File: config.mk
export PLATFORM = sky130hd
export DESIGN_NAME = rocket_flight_phase_sequencer_flat
export DESIGN_NICKNAME = d
export VERILOG_FILES = /design/src/sv/rfps_pkg.sv /design/src/sv/rfps_if.sv /design/src/sv/rocket_flight_phase_sequencer.sv /design/src/flat_wrapper.sv
export SDC_FILE = /design/constraint.sdc
export NUM_CORES = 1
export LEC_CHECK = 0
export BUFFER_PORTS_ARGS = -buffer_cell sky130_fd_sc_hd__buf_2
export CAP_MARGIN = 15
export CORE_ASPECT_RATIO = 1.75
export CORE_MARGIN = 5
export CORE_UTILIZATION = 35
export CTS_CLUSTER_SIZE = 28
export DETAILED_ROUTE_END_ITERATION = 8
export GPL_ROUTABILITY_DRIVEN = 0
export GPL_TIMING_DRIVEN = 0
export HOLD_SLACK_MARGIN = 0.02
export SLEW_MARGIN = 20
export SYNTH_ARGS = -nofsm -noshare
export SYNTH_HDL_FRONTEND = slang
export SYNTH_SLANG_ARGS = --single-unit
File: constraint.sdc
create_clock -name clk -period 6.7 [get_ports clk]
set_input_delay 0.335 -clock clk [delete_from_list [all_inputs] [get_ports clk]]
set_output_delay 0.335 -clock clk [all_outputs]
set_load 0.01 [all_outputs]
File: src/sv/rfps_pkg.sv
package rfps_pkg;

  // Field widths
  localparam int unsigned MAG_W  = 23;
  localparam int unsigned SVAL_W = 24;
  localparam int unsigned MACH_W = 11;
  localparam int unsigned TIME_W = 32;

  // Configuration port
  localparam int unsigned CFG_IDX_W  = 4;
  localparam int unsigned CFG_DATA_W = 24;

  typedef enum logic [CFG_IDX_W-1:0] {
    CFG_BOOST_ACCEL  = 4'd0,
    CFG_BOOST_SPEED  = 4'd1,
    CFG_COAST_ACCEL  = 4'd2,
    CFG_LAUNCH_ALT   = 4'd3,
    CFG_REEFED_ALT   = 4'd4,
    CFG_LANDING_BAND = 4'd5,
    CFG_MACH_TRANS   = 4'd6,
    CFG_MACH_SUPER   = 4'd7
  } cfg_idx_t;

  // Register reset values
  localparam logic [MAG_W-1:0]  RST_BOOST_ACCEL  = 23'd7680;
  localparam logic [MAG_W-1:0]  RST_BOOST_SPEED  = 23'd2560;
  localparam logic [SVAL_W-1:0] RST_COAST_ACCEL  = 24'd0;
  localparam logic [MAG_W-1:0]  RST_LAUNCH_ALT   = 23'd768;
  localparam logic [MAG_W-1:0]  RST_REEFED_ALT   = 23'd51200;
  localparam logic [MAG_W-1:0]  RST_LANDING_BAND = 23'd512;
  localparam logic [MACH_W-1:0] RST_MACH_TRANS   = 11'd205;
  localparam logic [MACH_W-1:0] RST_MACH_SUPER   = 11'd307;

  typedef enum logic [3:0] {
    PH_IDLE         = 4'd0,
    PH_AWAIT_INIT   = 4'd1,
    PH_INITIATED    = 4'd2,
    PH_AWAIT_LAUNCH = 4'd3,
    PH_BOOST        = 4'd4,
    PH_COAST        = 4'd5,
    PH_MAIN         = 4'd6,
    PH_REEFED       = 4'd7,
    PH_LANDED       = 4'd8
  } phase_t;

  typedef enum logic [1:0] {
    RG_SUBSONIC   = 2'd0,
    RG_TRANSONIC  = 2'd1,
    RG_SUPERSONIC = 2'd2
  } regime_t;

  typedef enum logic [1:0] {
    PYRO_NONE = 2'd0,
    PYRO_ONE  = 2'd1,
    PYRO_TWO  = 2'd2
  } pyro_t;

  // One tick of flight data
  typedef struct packed {
    logic [MAG_W-1:0]         accel_magnitude;
    logic [MAG_W-1:0]         speed_magnitude;
    logic signed [SVAL_W-1:0] vertical_accel;
    logic signed [SVAL_W-1:0] vertical_velocity;
    logic signed [SVAL_W-1:0] altitude;
    logic [MACH_W-1:0]        mach;
    logic                     thrust_active;
    logic                     cmd_initiate;
    logic                     cmd_launch;
    logic                     init_done;
    logic [MAG_W-1:0]         gravity_estimate;
    logic [TIME_W-1:0]        time_ms;
  } tick_t;

  // One result
  typedef struct packed {
    phase_t            phase;
    regime_t           speed_regime;
    logic              start_init;
    pyro_t             pyro_fire;
    logic              launched;
    logic              burned_out;
    logic              apogee_seen;
    logic              touched_down;
    logic [TIME_W-1:0] liftoff_ms;
    logic [TIME_W-1:0] apogee_ms;
  } result_t;

endpackage

File: src/sv/rfps_if.sv
// Flight data tick channel
interface rfps_tick_if import rfps_pkg::*; ();
  logic                     valid;
  logic                     ready;
  logic [MAG_W-1:0]         accel_magnitude;
  logic [MAG_W-1:0]         speed_magnitude;
  logic signed [SVAL_W-1:0] vertical_accel;
  logic signed [SVAL_W-1:0] vertical_velocity;
  logic signed [SVAL_W-1:0] altitude;
  logic [MACH_W-1:0]        mach;
  logic                     thrust_active;
  logic                     cmd_initiate;
  logic                     cmd_launch;
  logic                     init_done;
  logic [MAG_W-1:0]         gravity_estimate;
  logic [TIME_W-1:0]        time_ms;

  modport source (
    output valid, accel_magnitude, speed_magnitude, vertical_accel, vertical_velocity,
           altitude, mach, thrust_active, cmd_initiate, cmd_launch, init_done,
           gravity_estimate, time_ms,
    input  ready
  );
  modport sink (
    input  valid, accel_magnitude, speed_magnitude, vertical_accel, vertical_velocity,
           altitude, mach, thrust_active, cmd_initiate, cmd_launch, init_done,
           gravity_estimate, time_ms,
    output ready
  );
endinterface

// Result channel
interface rfps_result_if import rfps_pkg::*; ();
  logic              valid;
  logic              ready;
  logic [3:0]        phase;
  logic [1:0]        speed_regime;
  logic              start_init;
  logic [1:0]        pyro_fire;
  logic              launched;
  logic              burned_out;
  logic              apogee_seen;
  logic              touched_down;
  logic [TIME_W-1:0] liftoff_ms;
  logic [TIME_W-1:0] apogee_ms;

  modport source (
    output valid, phase, speed_regime, start_init, pyro_fire, launched, burned_out,
           apogee_seen, touched_down, liftoff_ms, apogee_ms,
    input  ready
  );
  modport sink (
    input  valid, phase, speed_regime, start_init, pyro_fire, launched, burned_out,
           apogee_seen, touched_down, liftoff_ms, apogee_ms,
    output ready
  );
endinterface

// Register write channel
interface rfps_cfg_if import rfps_pkg::*; ();
  logic                  valid;
  logic                  ready;
  logic [CFG_IDX_W-1:0]  index;
  logic [CFG_DATA_W-1:0] data;

  modport source (output valid, index, data, input ready);
  modport sink   (input valid, index, data, output ready);
endinterface

File: src/sv/rocket_flight_phase_sequencer.sv
// Flight phase sequencer: one flight data tick in, one status result out per request.
// A tick is taken every clock cycle unless the result register is stalled; each tick
// passes the input register and then the result register, and a stalled result register
// holds the input register so back-pressure never drops a tick. The rate is set by the
// single compare pass that steps the phase and Mach regime registers. Registers must be
// written through the cfg channel (always ready) only while no tick is in flight; the
// block itself does not enforce this. Indexes outside the list are ignored. After reset
// all thresholds take their default values, the phase is idle and the regime subsonic.
module rocket_flight_phase_sequencer import rfps_pkg::*; (
  input  logic           clk,
  input  logic           rst,
  rfps_tick_if.sink      tick,
  rfps_result_if.source  result,
  rfps_cfg_if.sink       cfg
);

  // Configuration registers
  logic [MAG_W-1:0]         boost_accel_thr;
  logic [MAG_W-1:0]         boost_speed_thr;
  logic signed [SVAL_W-1:0] coast_accel_thr;
  logic [MAG_W-1:0]         launch_min_alt;
  logic [MAG_W-1:0]         reefed_alt;
  logic [MAG_W-1:0]         landing_band;
  logic [MACH_W-1:0]        mach_trans;
  logic [MACH_W-1:0]        mach_super;

  assign cfg.ready = 1'b1;

  always_ff @(posedge clk) begin
    if (rst) begin
      boost_accel_thr <= RST_BOOST_ACCEL;
      boost_speed_thr <= RST_BOOST_SPEED;
      coast_accel_thr <= RST_COAST_ACCEL;
      launch_min_alt  <= RST_LAUNCH_ALT;
      reefed_alt      <= RST_REEFED_ALT;
      landing_band    <= RST_LANDING_BAND;
      mach_trans      <= RST_MACH_TRANS;
      mach_super      <= RST_MACH_SUPER;
    end else if (cfg.valid) begin
      unique case (cfg.index)
        CFG_BOOST_ACCEL:  boost_accel_thr <= cfg.data[MAG_W-1:0];
        CFG_BOOST_SPEED:  boost_speed_thr <= cfg.data[MAG_W-1:0];
        CFG_COAST_ACCEL:  coast_accel_thr <= cfg.data[SVAL_W-1:0];
        CFG_LAUNCH_ALT:   launch_min_alt  <= cfg.data[MAG_W-1:0];
        CFG_REEFED_ALT:   reefed_alt      <= cfg.data[MAG_W-1:0];
        CFG_LANDING_BAND: landing_band    <= cfg.data[MAG_W-1:0];
        CFG_MACH_TRANS:   mach_trans      <= cfg.data[MACH_W-1:0];
        CFG_MACH_SUPER:   mach_super      <= cfg.data[MACH_W-1:0];
        default: ;
      endcase
    end
  end

  // Handshake: input register advances when the result register is free
  logic  in_valid;
  tick_t in_q;
  logic  out_valid;
  result_t out_q;
  logic  advance;

  assign advance    = in_valid && (!out_valid || result.ready);
  assign tick.ready = !in_valid || advance;

  always_ff @(posedge clk) begin
    if (rst) begin
      in_valid <= 1'b0;
    end else if (tick.ready) begin
      in_valid <= tick.valid;
    end
  end

  always_ff @(posedge clk) begin
    if (tick.valid && tick.ready) begin
      in_q.accel_magnitude   <= tick.accel_magnitude;
      in_q.speed_magnitude   <= tick.speed_magnitude;
      in_q.vertical_accel    <= tick.vertical_accel;
      in_q.vertical_velocity <= tick.vertical_velocity;
      in_q.altitude          <= tick.altitude;
      in_q.mach              <= tick.mach;
      in_q.thrust_active     <= tick.thrust_active;
      in_q.cmd_initiate      <= tick.cmd_initiate;
      in_q.cmd_launch        <= tick.cmd_launch;
      in_q.init_done         <= tick.init_done;
      in_q.gravity_estimate  <= tick.gravity_estimate;
      in_q.time_ms           <= tick.time_ms;
    end
  end

  // Sequencer state
  phase_t            phase,  phase_next;
  regime_t           regime, regime_next;
  logic [3:0]        flags,  flags_next;   // launch, burnout, apogee, landed
  logic [TIME_W-1:0] liftoff_stamp, liftoff_stamp_next;
  logic [TIME_W-1:0] apogee_stamp,  apogee_stamp_next;
  logic              start_init;
  pyro_t             pyro;

  // Threshold compares; the altitude and landing band compares use 25-bit signed arithmetic
  logic signed [SVAL_W:0] alt_x, amag_x, band_lo, band_hi;
  logic launch_hit, burnout_hit, apogee_hit, reef_hit, land_hit;

  always_comb begin
    alt_x   = {in_q.altitude[SVAL_W-1], in_q.altitude};
    amag_x  = {2'b00, in_q.accel_magnitude};
    band_lo = $signed({2'b00, in_q.gravity_estimate}) - $signed({2'b00, landing_band});
    band_hi = $signed({2'b00, in_q.gravity_estimate}) + $signed({2'b00, landing_band});
    launch_hit  = ((in_q.accel_magnitude > boost_accel_thr) &&
                   (alt_x > $signed({2'b00, launch_min_alt}))) ||
                  (in_q.speed_magnitude > boost_speed_thr);
    burnout_hit = (in_q.vertical_accel < coast_accel_thr) && !in_q.thrust_active;
    apogee_hit  = in_q.vertical_velocity[SVAL_W-1];
    reef_hit    = alt_x < $signed({2'b00, reefed_alt});
    land_hit    = (amag_x > band_lo) && (amag_x < band_hi);
  end

  // Phase step
  always_comb begin
    phase_next         = phase;
    flags_next         = flags;
    liftoff_stamp_next = liftoff_stamp;
    apogee_stamp_next  = apogee_stamp;
    start_init         = 1'b0;
    pyro               = PYRO_NONE;
    unique case (phase)
      PH_IDLE: begin
        if (in_q.cmd_initiate) begin
          phase_next = PH_AWAIT_INIT;
          start_init = 1'b1;
        end
      end
      PH_AWAIT_INIT: begin
        if (in_q.init_done) phase_next = PH_INITIATED;
      end
      PH_INITIATED: begin
        if (in_q.cmd_launch) phase_next = PH_AWAIT_LAUNCH;
      end
      PH_AWAIT_LAUNCH: begin
        if (launch_hit) begin
          phase_next         = PH_BOOST;
          flags_next[0]      = 1'b1;
          liftoff_stamp_next = in_q.time_ms;
        end
      end
      PH_BOOST: begin
        if (burnout_hit) begin
          phase_next    = PH_COAST;
          flags_next[1] = 1'b1;
        end
      end
      PH_COAST: begin
        if (apogee_hit) begin
          phase_next        = PH_MAIN;
          pyro              = PYRO_TWO;
          flags_next[2]     = 1'b1;
          apogee_stamp_next = in_q.time_ms;
        end
      end
      PH_MAIN: begin
        if (reef_hit) begin
          phase_next = PH_REEFED;
          pyro       = PYRO_ONE;
        end
      end
      PH_REEFED: begin
        if (land_hit) begin
          phase_next    = PH_LANDED;
          flags_next[3] = 1'b1;
        end
      end
      default: ;
    endcase
  end

  // Mach regime with hysteresis; the subsonic check wins in transonic
  always_comb begin
    regime_next = regime;
    case (regime)
      RG_SUBSONIC: begin
        if (in_q.mach > mach_trans) regime_next = RG_TRANSONIC;
      end
      RG_TRANSONIC: begin
        if (in_q.mach > mach_super) regime_next = RG_SUPERSONIC;
        if (in_q.mach < mach_trans) regime_next = RG_SUBSONIC;
      end
      RG_SUPERSONIC: begin
        if (in_q.mach < mach_super) regime_next = RG_TRANSONIC;
      end
      default: ;
    endcase
  end

  always_ff @(posedge clk) begin
    if (rst) begin
      phase         <= PH_IDLE;
      regime        <= RG_SUBSONIC;
      flags         <= '0;
      liftoff_stamp <= '0;
      apogee_stamp  <= '0;
    end else if (advance) begin
      phase         <= phase_next;
      regime        <= regime_next;
      flags         <= flags_next;
      liftoff_stamp <= liftoff_stamp_next;
      apogee_stamp  <= apogee_stamp_next;
    end
  end

  // Result register
  always_ff @(posedge clk) begin
    if (rst) begin
      out_valid <= 1'b0;
    end else if (advance) begin
      out_valid <= 1'b1;
    end else if (result.ready) begin
      out_valid <= 1'b0;
    end
  end

  always_ff @(posedge clk) begin
    if (advance) begin
      out_q.phase        <= phase_next;
      out_q.speed_regime <= regime_next;
      out_q.start_init   <= start_init;
      out_q.pyro_fire    <= pyro;
      out_q.launched     <= flags_next[0];
      out_q.burned_out   <= flags_next[1];
      out_q.apogee_seen  <= flags_next[2];
      out_q.touched_down <= flags_next[3];
      out_q.liftoff_ms   <= liftoff_stamp_next;
      out_q.apogee_ms    <= apogee_stamp_next;
    end
  end

  assign result.valid        = out_valid;
  assign result.phase        = out_q.phase;
  assign result.speed_regime = out_q.speed_regime;
  assign result.start_init   = out_q.start_init;
  assign result.pyro_fire    = out_q.pyro_fire;
  assign result.launched     = out_q.launched;
  assign result.burned_out   = out_q.burned_out;
  assign result.apogee_seen  = out_q.apogee_seen;
  assign result.touched_down = out_q.touched_down;
  assign result.liftoff_ms   = out_q.liftoff_ms;
  assign result.apogee_ms    = out_q.apogee_ms;

endmodule

File: src/flat_wrapper.sv
// flat-port wrapper written by rule: the top's interface ports become plain ports
module rocket_flight_phase_sequencer_flat import rfps_pkg::*;
  (clk, rst, tick_valid, tick_accel_magnitude, tick_speed_magnitude, tick_vertical_accel, tick_vertical_velocity, tick_altitude, tick_mach, tick_thrust_active, tick_cmd_initiate, tick_cmd_launch, tick_init_done, tick_gravity_estimate, tick_time_ms, tick_ready, result_valid, result_phase, result_speed_regime, result_start_init, result_pyro_fire, result_launched, result_burned_out, result_apogee_seen, result_touched_down, result_liftoff_ms, result_apogee_ms, result_ready, cfg_valid, cfg_index, cfg_data, cfg_ready);
  rfps_tick_if tick_i ();
  rfps_result_if result_i ();
  rfps_cfg_if cfg_i ();
  input  logic clk;
  input  logic rst;
  input wire logic [$bits(tick_i.valid)-1:0] tick_valid;
  input wire logic [$bits(tick_i.accel_magnitude)-1:0] tick_accel_magnitude;
  input wire logic [$bits(tick_i.speed_magnitude)-1:0] tick_speed_magnitude;
  input wire logic [$bits(tick_i.vertical_accel)-1:0] tick_vertical_accel;
  input wire logic [$bits(tick_i.vertical_velocity)-1:0] tick_vertical_velocity;
  input wire logic [$bits(tick_i.altitude)-1:0] tick_altitude;
  input wire logic [$bits(tick_i.mach)-1:0] tick_mach;
  input wire logic [$bits(tick_i.thrust_active)-1:0] tick_thrust_active;
  input wire logic [$bits(tick_i.cmd_initiate)-1:0] tick_cmd_initiate;
  input wire logic [$bits(tick_i.cmd_launch)-1:0] tick_cmd_launch;
  input wire logic [$bits(tick_i.init_done)-1:0] tick_init_done;
  input wire logic [$bits(tick_i.gravity_estimate)-1:0] tick_gravity_estimate;
  input wire logic [$bits(tick_i.time_ms)-1:0] tick_time_ms;
  output wire logic [$bits(tick_i.ready)-1:0] tick_ready;
  output wire logic [$bits(result_i.valid)-1:0] result_valid;
  output wire logic [$bits(result_i.phase)-1:0] result_phase;
  output wire logic [$bits(result_i.speed_regime)-1:0] result_speed_regime;
  output wire logic [$bits(result_i.start_init)-1:0] result_start_init;
  output wire logic [$bits(result_i.pyro_fire)-1:0] result_pyro_fire;
  output wire logic [$bits(result_i.launched)-1:0] result_launched;
  output wire logic [$bits(result_i.burned_out)-1:0] result_burned_out;
  output wire logic [$bits(result_i.apogee_seen)-1:0] result_apogee_seen;
  output wire logic [$bits(result_i.touched_down)-1:0] result_touched_down;
  output wire logic [$bits(result_i.liftoff_ms)-1:0] result_liftoff_ms;
  output wire logic [$bits(result_i.apogee_ms)-1:0] result_apogee_ms;
  input wire logic [$bits(result_i.ready)-1:0] result_ready;
  input wire logic [$bits(cfg_i.valid)-1:0] cfg_valid;
  input wire logic [$bits(cfg_i.index)-1:0] cfg_index;
  input wire logic [$bits(cfg_i.data)-1:0] cfg_data;
  output wire logic [$bits(cfg_i.ready)-1:0] cfg_ready;
  assign tick_i.valid = tick_valid;
  assign tick_i.accel_magnitude = tick_accel_magnitude;
  assign tick_i.speed_magnitude = tick_speed_magnitude;
  assign tick_i.vertical_accel = tick_vertical_accel;
  assign tick_i.vertical_velocity = tick_vertical_velocity;
  assign tick_i.altitude = tick_altitude;
  assign tick_i.mach = tick_mach;
  assign tick_i.thrust_active = tick_thrust_active;
  assign tick_i.cmd_initiate = tick_cmd_initiate;
  assign tick_i.cmd_launch = tick_cmd_launch;
  assign tick_i.init_done = tick_init_done;
  assign tick_i.gravity_estimate = tick_gravity_estimate;
  assign tick_i.time_ms = tick_time_ms;
  assign tick_ready = tick_i.ready;
  assign result_valid = result_i.valid;
  assign result_phase = result_i.phase;
  assign result_speed_regime = result_i.speed_regime;
  assign result_start_init = result_i.start_init;
  assign result_pyro_fire = result_i.pyro_fire;
  assign result_launched = result_i.launched;
  assign result_burned_out = result_i.burned_out;
  assign result_apogee_seen = result_i.apogee_seen;
  assign result_touched_down = result_i.touched_down;
  assign result_liftoff_ms = result_i.liftoff_ms;
  assign result_apogee_ms = result_i.apogee_ms;
  assign result_i.ready = result_ready;
  assign cfg_i.valid = cfg_valid;
  assign cfg_i.index = cfg_index;
  assign cfg_i.data = cfg_data;
  assign cfg_ready = cfg_i.ready;
  rocket_flight_phase_sequencer u_core (.clk(clk), .rst(rst), .tick(tick_i), .result(result_i), .cfg(cfg_i));
endmodule
==> results of run 1 <==
[worst max-delay path, cell delays in order (launching register included)]
cell,delay (ns)
edfxtp_1,0.39
inv_1,0.07
ha_1,0.17
inv_1,0.06
fa_1,0.43
a211oi_1,0.34
o21ai_0,0.18
a21oi_1,0.36
o21ai_0,0.14
a21oi_1,0.28
o21bai_1,0.12
a21oi_1,0.21
xnor2_1,0.12
ha_1,0.30
nand4_1,0.12
nor3_1,0.37
o21ai_0,0.15
a21oi_1,0.19
o21ai_0,0.11
a22o_1,0.28
a211oi_2,0.49
o21ai_0,0.25
[cells by family after synthesis]
group | share of synthesized area [%]
buffers and inverters | 5.40
AND/OR/NAND/NOR | 14.1
multiplexers | 2.63
AO/OA/AOI/OAI | 13.3
XOR/XNOR | 1.37
other | 0.0159
flip-flops | 51.0
adder cells (fa/ha/maj) | 12.2
[how the worst min path moves through the flow]
| stage | start | to | cells after the start |
|---|---|---|---|
| after global placement | u_core.flags[1] | u_core.flags[1] | 2 |
| after detailed placement | u_core.flags[0] | u_core.flags[0] | 1 |
| after floorplan | u_core.flags[2] | u_core.flags[2] | 2 |
| final | cfg_data[22] | u_core.landing_band[22] | 3 |
| after global routing | cfg_data[22] | u_core.landing_band[22] | 3 |
| after CTS | cfg_data[22] | u_core.landing_band[22] | 3 |
[placed cells by master (no fill, tap or decap), types with 6 or more instances in the layout]
cell,instances
nand2_1,414
buf_2,271
a21oi_1,253
edfxtp_1,242
dfxtp_1,237
ha_1,227
inv_1,199
dlygate4sd3_1,168
nor2_1,133
clkbuf_1,94
o21ai_0,78
nor3_1,54
nand3_1,51
clkbuf_16,47
a21o_1,42
xnor2_1,33
mux2_4,29
o211ai_1,26
nand4_1,23
nor2b_1,22
o21a_1,19
a211oi_1,17
nand2b_1,16
mux2i_1,15
o21bai_1,10
nor4_1,10
clkinv_2,9
o31ai_1,8
o2111ai_1,7
and3_1,6
buf_4,6
clkbuf_8,6
clkinvlp_4,6
[sequential cells by signal, indices dropped and copies added (netlist names), 24 cells and up]
name	cells
u_core.alt_x	24
u_core.apogee_stamp	32
u_core.coast_accel_thr	24
u_core.in_q	117
u_core.liftoff_stamp	32
u_core.result.apogee_ms	32
u_core.result.liftoff_ms	32
[final cells by class]
type	count	share of cell area (%)
inverter	200	2.55
multi-input combinational	1595	35.0
tap	896	3.80
clock inverter	31	1.23
antenna	5	0.0425
timing repair buffer	437	10.6
sequential	479	40.8
clock buffer	57	4.32
buffer	115	1.79
[what timing repair did]
action                                 in CTS  in global routing
hold buffers                              168                  0
buffers inserted                            0                  0
endpoints found under the hold margin     168                  0
[power by group through the flow]
stage / Combinational (mW) / Clock, mW / Sequential, mW
after floorplan: 0.399 / 0 / 3.32
after global placement: 0.638 / 0 / 3.35
after detailed placement: 0.673 / 0 / 3.34
after CTS: 0.756 / 2.87 / 3.28
after global routing: 0.835 / 2.99 / 3.28
final: 0.752 / 2.80 / 3.28
[routing by layer]
layer  part of all wire [%]  GRT usage (%)
met5                      0              0
met4                    5.0           8.99
met3                    5.7           3.29
met2                     53           37.5
met1                     36           20.4
==> flow_summary_export.csv, run 1 <==
group,metric,value,unit
clock_tree,h-tree-depth,2,
critical_path,arrival,5.74,ns
cells_and_area,nNetsFinal,3325,
power,ir_drop,0.240,mV
critical_path,r2r_slack,1.29,ns
worst_hold_path,min-delay-path-class,"in2reg",
power,power_frac_seq,48.0,%
clock_tree,numCtsBuffers,47,
sta,skew,0.0486,ns
critical_path,endpoint,"u_core.result.phase[0]",
sta,fin_hold_ws,0.0992,ns
synth,yosysWarnings,0,
clock_tree,clock_path_buffers,3,
cells_and_area,finalNonFillerCells,3815,
die,num_rows,126,
synth,syn_area_per_cell,9.87,um^2
sta,max_clock_freq,0.185,GHz
synth,synth_seq_cells,479,
global_route,grt_pass1_vias,19700,
synth,synthTopCellsByArea,"edfxtp_1 (31%), dfxtp_1 (20%), ha_1 (12%), nand2_1 (6.6%), a21oi_1 (5.4%)",
global_route,grt_max_degree,60,
synth,synth_top_area_cell,"edfxtp_1",
power,total_power,6.83,mW
power,clkPwrFrac,41.0,%
synth,yosys.area.top_type_share,30.8,%
power,netSwitchingPower,1.73,mW
critical_path,r2r_start,"u_core.in_q[32]",
critical_path,startpoint,"u_core.in_q[32]",
global_route,antenna_found_initial,4,
placed_design,placed_cell_area,26100,um^2
critical_path,start_kind,"register",
sta,max_slew_margin,29.4,%
flow_run,max_cap_viol_count,0,
sta,timing.final.ws_setup,1.29,ns
route,ant_nets,0,
clock_tree,worst_skew_pair.late_latency,0.63,ns
global_route,overflow,0,
die,core-area,67200,um^2
synth,synth_edf_count,242,
die,die_height,353,um
sta,slew_violations,0,
sta,setup_viol,0,
power,p_int,5.10,mW
die,die_area,72800,um^2
die,die_w,206,um
synth,synthFlopType,"edfxtp_1",
synth,async_flop_share,0,%
route,dr.pass1.iters,6,
route,routed_via_density,5.07,
critical_path,cp_max_fo,6,
placed_design,hpwlAfterDp,56100,um
clock_tree,cts.clk_slew.worst_paths,0.06,ns
global_route,grt_pass1_wl,110000,um
route,wl_per_cell,19.3,um
global_route,grt_use_total,19.6,%
die,start_util,35.1,%
cells_and_area,fin_area,29500,um^2
power,p_leak,11.5,nW
placed_design,dp_cells,3554,
power,combPwrFrac,11.0,%
power,sw_frac_of_total,25.3,%
placed_design,pre_cts_ws,1.30,ns
cells_and_area,multi_input_area,10300,um^2
route,drt_iter0_markers,771,
synth,syn_inst,2389,
critical_path,reg2regPathDepth,21,
sta,hold_violations,0,
sta,min_period_over_period,80.7,%
cells_and_area,fill_cells,6423,
sta,rsz0062_at_grt,"no",
synth,yosysSeqAreaShare,51.0,%
cells_and_area,drive_gt1_share,14.3,%
route,vias,19400,
sta,finalSetupTns,0,ns
clock_tree,root_buffer,"clkbuf_16",
cells_and_area,regArea,12000,um^2
route,wl,73800,um
synth,synth_area,23600,um^2
clock_tree,cts_tree,"built",
critical_path,worst_setup_path_end_kind,"register",
die,io_pins,301,
critical_path,path_class,"reg2reg",
sta,min_period,5.41,ns
route,drcViolationCount,0,
clock_tree,cts.repair.resized,0,
placed_design,io_buffers,265,
synth,synth_cell_type_count,78,
cells_and_area,syn2layout_area_growth,25.0,%
synth,synth.most_common_cell,"nand2_1",
outcome,status,"finished, final reports clean",
synth,yosys-top-cells-count,"nand2_1 (414), a21oi_1 (253), edfxtp_1 (242), dfxtp_1 (237), ha_1 (227)",
clock_tree,cts_sinks,479,
cells_and_area,final_util,43.9,%
synth,synthesis.nets,2839,
critical_path,r2r-end,"u_core.result.phase[0]",
power,pwr_density_cell,232,nW/um^2
sta,worstMarginPinSlew,1.06,ns
critical_path,crit_required,7.03,ns
No activity file was read; power rests on OpenSTA's default activity.
==> inputs of run 2 (changes only) <==
--- a/config.mk
+++ b/config.mk
@@ -5,6 +5,7 @@
 export SDC_FILE = /design/constraint.sdc
 export NUM_CORES = 1
 export LEC_CHECK = 0
+export ABC_AREA = 1
 export BUFFER_PORTS_ARGS = -buffer_cell sky130_fd_sc_hd__buf_2
 export CAP_MARGIN = 15
 export CORE_ASPECT_RATIO = 1.75
==> constraint.sdc (replaced) <==
create_clock -name clk -period 4.51 [get_ports clk]
set_input_delay 0.2255 -clock clk [delete_from_list [all_inputs] [get_ports clk]]
set_output_delay 0.2255 -clock clk [all_outputs]
set_load 0.01 [all_outputs]
==> flow_summary_export.csv, run 2 <==
group,metric,value,unit
synth,synthTopCellsByArea,"edfxtp_1 (31%), dfxtp_1 (20%), ha_1 (12%), a21oi_1 (6.6%), nand2_1 (6.0%)",
sta,skew,0.0279,ns
synth,yosys-top-cells-count,"nand2_1 (368), inv_1 (341), a21oi_1 (307), o21ai_0 (256), edfxtp_1 (242)",
critical_path,r2r_slack,0.34,ns
clock_tree,root_buffer,"clkbuf_16",
global_route,overflow,0,
flow_run,max_cap_viol_count,0,
route,vias,19000,
route,wl_per_cell,18.3,um
critical_path,path_class,"reg2reg",
die,die_w,205,um
critical_path,arrival,4.71,ns
sta,max_clock_freq,0.240,GHz
synth,synth_edf_count,242,
clock_tree,h-tree-depth,2,
synth,yosys.area.top_type_share,31.3,%
sta,slew_violations,0,
sta,hold_violations,0,
clock_tree,cts.clk_slew.worst_paths,0.06,ns
worst_hold_path,hold_depth,3,
power,pwr_density_cell,354,nW/um^2
synth,synth.most_common_cell,"nand2_1",
die,num_rows,125,
global_route,grt_use_total,19.5,%
clock_tree,numCtsBuffers,48,
route,dr.pass1.iters,5,
cells_and_area,final_util,44.0,%
global_route,antenna_found_initial,2,
synth,synth_top_area_cell,"edfxtp_1",
critical_path,worst_setup_path_end_kind,"register",
route,routed_via_density,4.84,
route,drcViolationCount,0,
critical_path,cp_slowest_cell,"edfxtp_1",
outcome,status,"finished, final reports clean",
placed_design,hpwlAfterDp,53500,um
critical_path,cp_slowest_stage_delay,0.46,ns
sta,max_slew_margin,38.7,%
synth,synthFlopType,"edfxtp_1",
critical_path,critPathMostFrequentCell,"nand2_1",
die,io_pins,301,
clock_tree,cts_tree,"built",
synth,yosysWarnings,0,
route,wl,71800,um
power,p_leak,12.3,nW
cells_and_area,largest_register_ffs,117,
synth,synthesis.nets,2943,
synth,synth_area,23200,um^2
clock_tree,worst_skew_pair.late_latency,0.61,ns
sta,min_period,4.17,ns
sta,min_period_over_period,92.6,%
global_route,grt_max_degree,91,
critical_path,cp_cell_sequence,"ha_1 > a21oi_1 > o21ai_0 > a21oi_1 > o21ai_2 > a21oi_1 > nor2_1 > nor2_1 > o21bai_1 > xor2_1 > ha_1 > nand2_1 > nor4_1 > nand2_1 > nand2_1 > nand2_1 > nand2_1 > nand2_1 > nand2_1 > nand2_1 > a21oi_1",
critical_path,cp_max_fo,5,
cells_and_area,drive_gt1_share,14.1,%
critical_path,crit_required,5.05,ns
cells_and_area,nNetsFinal,3442,
cells_and_area,final_common_cell,"nand2_1",
worst_hold_path,min-delay-path-class,"in2reg",
sta,finalSetupTns,0,ns
sta,fin_hold_ws,0.0687,ns
die,die_height,351,um
route,drt_iter0_markers,946,
route,ant_nets,0,
cells_and_area,regMostFlops,"u_core.in_q",
global_route,grt_pass1_wl,107000,um
sta,worstMarginPinSlew,0.915,ns
die,die_area,71800,um^2
synth,synth_seq_cells,479,
critical_path,start_kind,"register",
sta,rsz0062_at_grt,"no",
clock_tree,clock_path_buffers,3,
synth,synth_cell_type_count,52,
sta,setup_viol,0,
synth,syn_area_per_cell,9.31,um^2
synth,yosysSeqAreaShare,51.7,%
die,core-area,66200,um^2
global_route,grt_pass1_vias,19000,
clock_tree,cts_sinks,479,
placed_design,io_buffers,274,
cells_and_area,final_cell_mix,"nand2_1 (368), inv_1 (340), a21oi_1 (307)",
placed_design,placed_cell_area,25800,um^2
power,ir_drop,0.319,mV
die,start_util,35.1,%
cells_and_area,syn2layout_area_growth,25.4,%
critical_path,reg2regPathDepth,21,
cells_and_area,fin_area,29100,um^2
synth,syn_inst,2493,
synth,async_flop_share,0,%
run 2: through the flow:
stage / std cells / total power [mW] / worst slack (ns)
after floorplan: 2493 / 5.65 / 0.192
after global placement: 3656 / 6.12 / -1.77
after detailed placement: 3658 / 6.12 / 0.366
after CTS: 3922 / 10.4 / 0.368
after global routing: 3921 / 10.7 / 0.00461
final: 3922 / 10.3 / 0.336
run 2: kinds of logic (layout without fill, tap and decap cells):
group	after synthesis	after routing	share of synthesized area, %
fa+ha+maj	229	229	12.4
compound gates	658	658	15.4
flops	479	479	51.7
other cells	1	2	0.0162
simple gates	643	643	11.5
buf+inv	443	982	7.48
xor+xnor	40	40	1.51
run 2: where the power goes:
| part | internal [mW] | switching (mW) |
|---|---|---|
| combinational | 0.500 | 0.760 |
| clock | 2.31 | 1.84 |
| sequential | 4.77 | 0.113 |
run 2: area by class of cell:
type	instances	area, um^2
Antenna cell	1	2.50
Buffer	98	444
Clock buffer	62	1310
Clock inverter	28	308
Fill cell	6422	37000
Inverter	344	1300
Multi-Input combinational cell	1571	9470
Sequential cell	479	12000
Tap cell	889	1110
Timing Repair Buffer	450	3170
run 2: metal layers:
layer	global-route usage (%)	wire length [um]	part of all wire, %
met4	9.11	3660	5.1
met2	36.6	37200	52
met3	2.80	3540	4.9
met5	0	13	0.018
met1	21.3	27500	38
run 2: path summary, 6_finish.rpt:
kind | start | to
setup / recovery | u_core.in_q[34] | u_core.phase[0]
hold / removal | cfg_data[12] | u_core.boost_accel_thr[12]
setup reg to reg | u_core.in_q[34] | u_core.phase[0]
hold reg to reg | u_core.boost_speed_thr[8] | u_core.boost_speed_thr[8]
run 2: critical path: cells and delay by family (launching register included):
| kind | cells | cell delay, ns |
|---|---|---|
| AO/OA/AOI/OAI | 7 | 1.46 |
| adder cells (fa/ha/maj) | 2 | 0.70 |
| XOR/XNOR | 1 | 0.15 |
| flip-flops | 1 | 0.46 |
| AND/OR/NAND/NOR | 11 | 1.34 |
run 2: repair_timing:
item / in CTS / in global routing
buffers inserted: 0 / 0
setup endpoints to repair: 0 / 4
resized for setup: 0 / 0
hold buffers: 174 / 0
endpoints found under the hold margin: 176 / 0
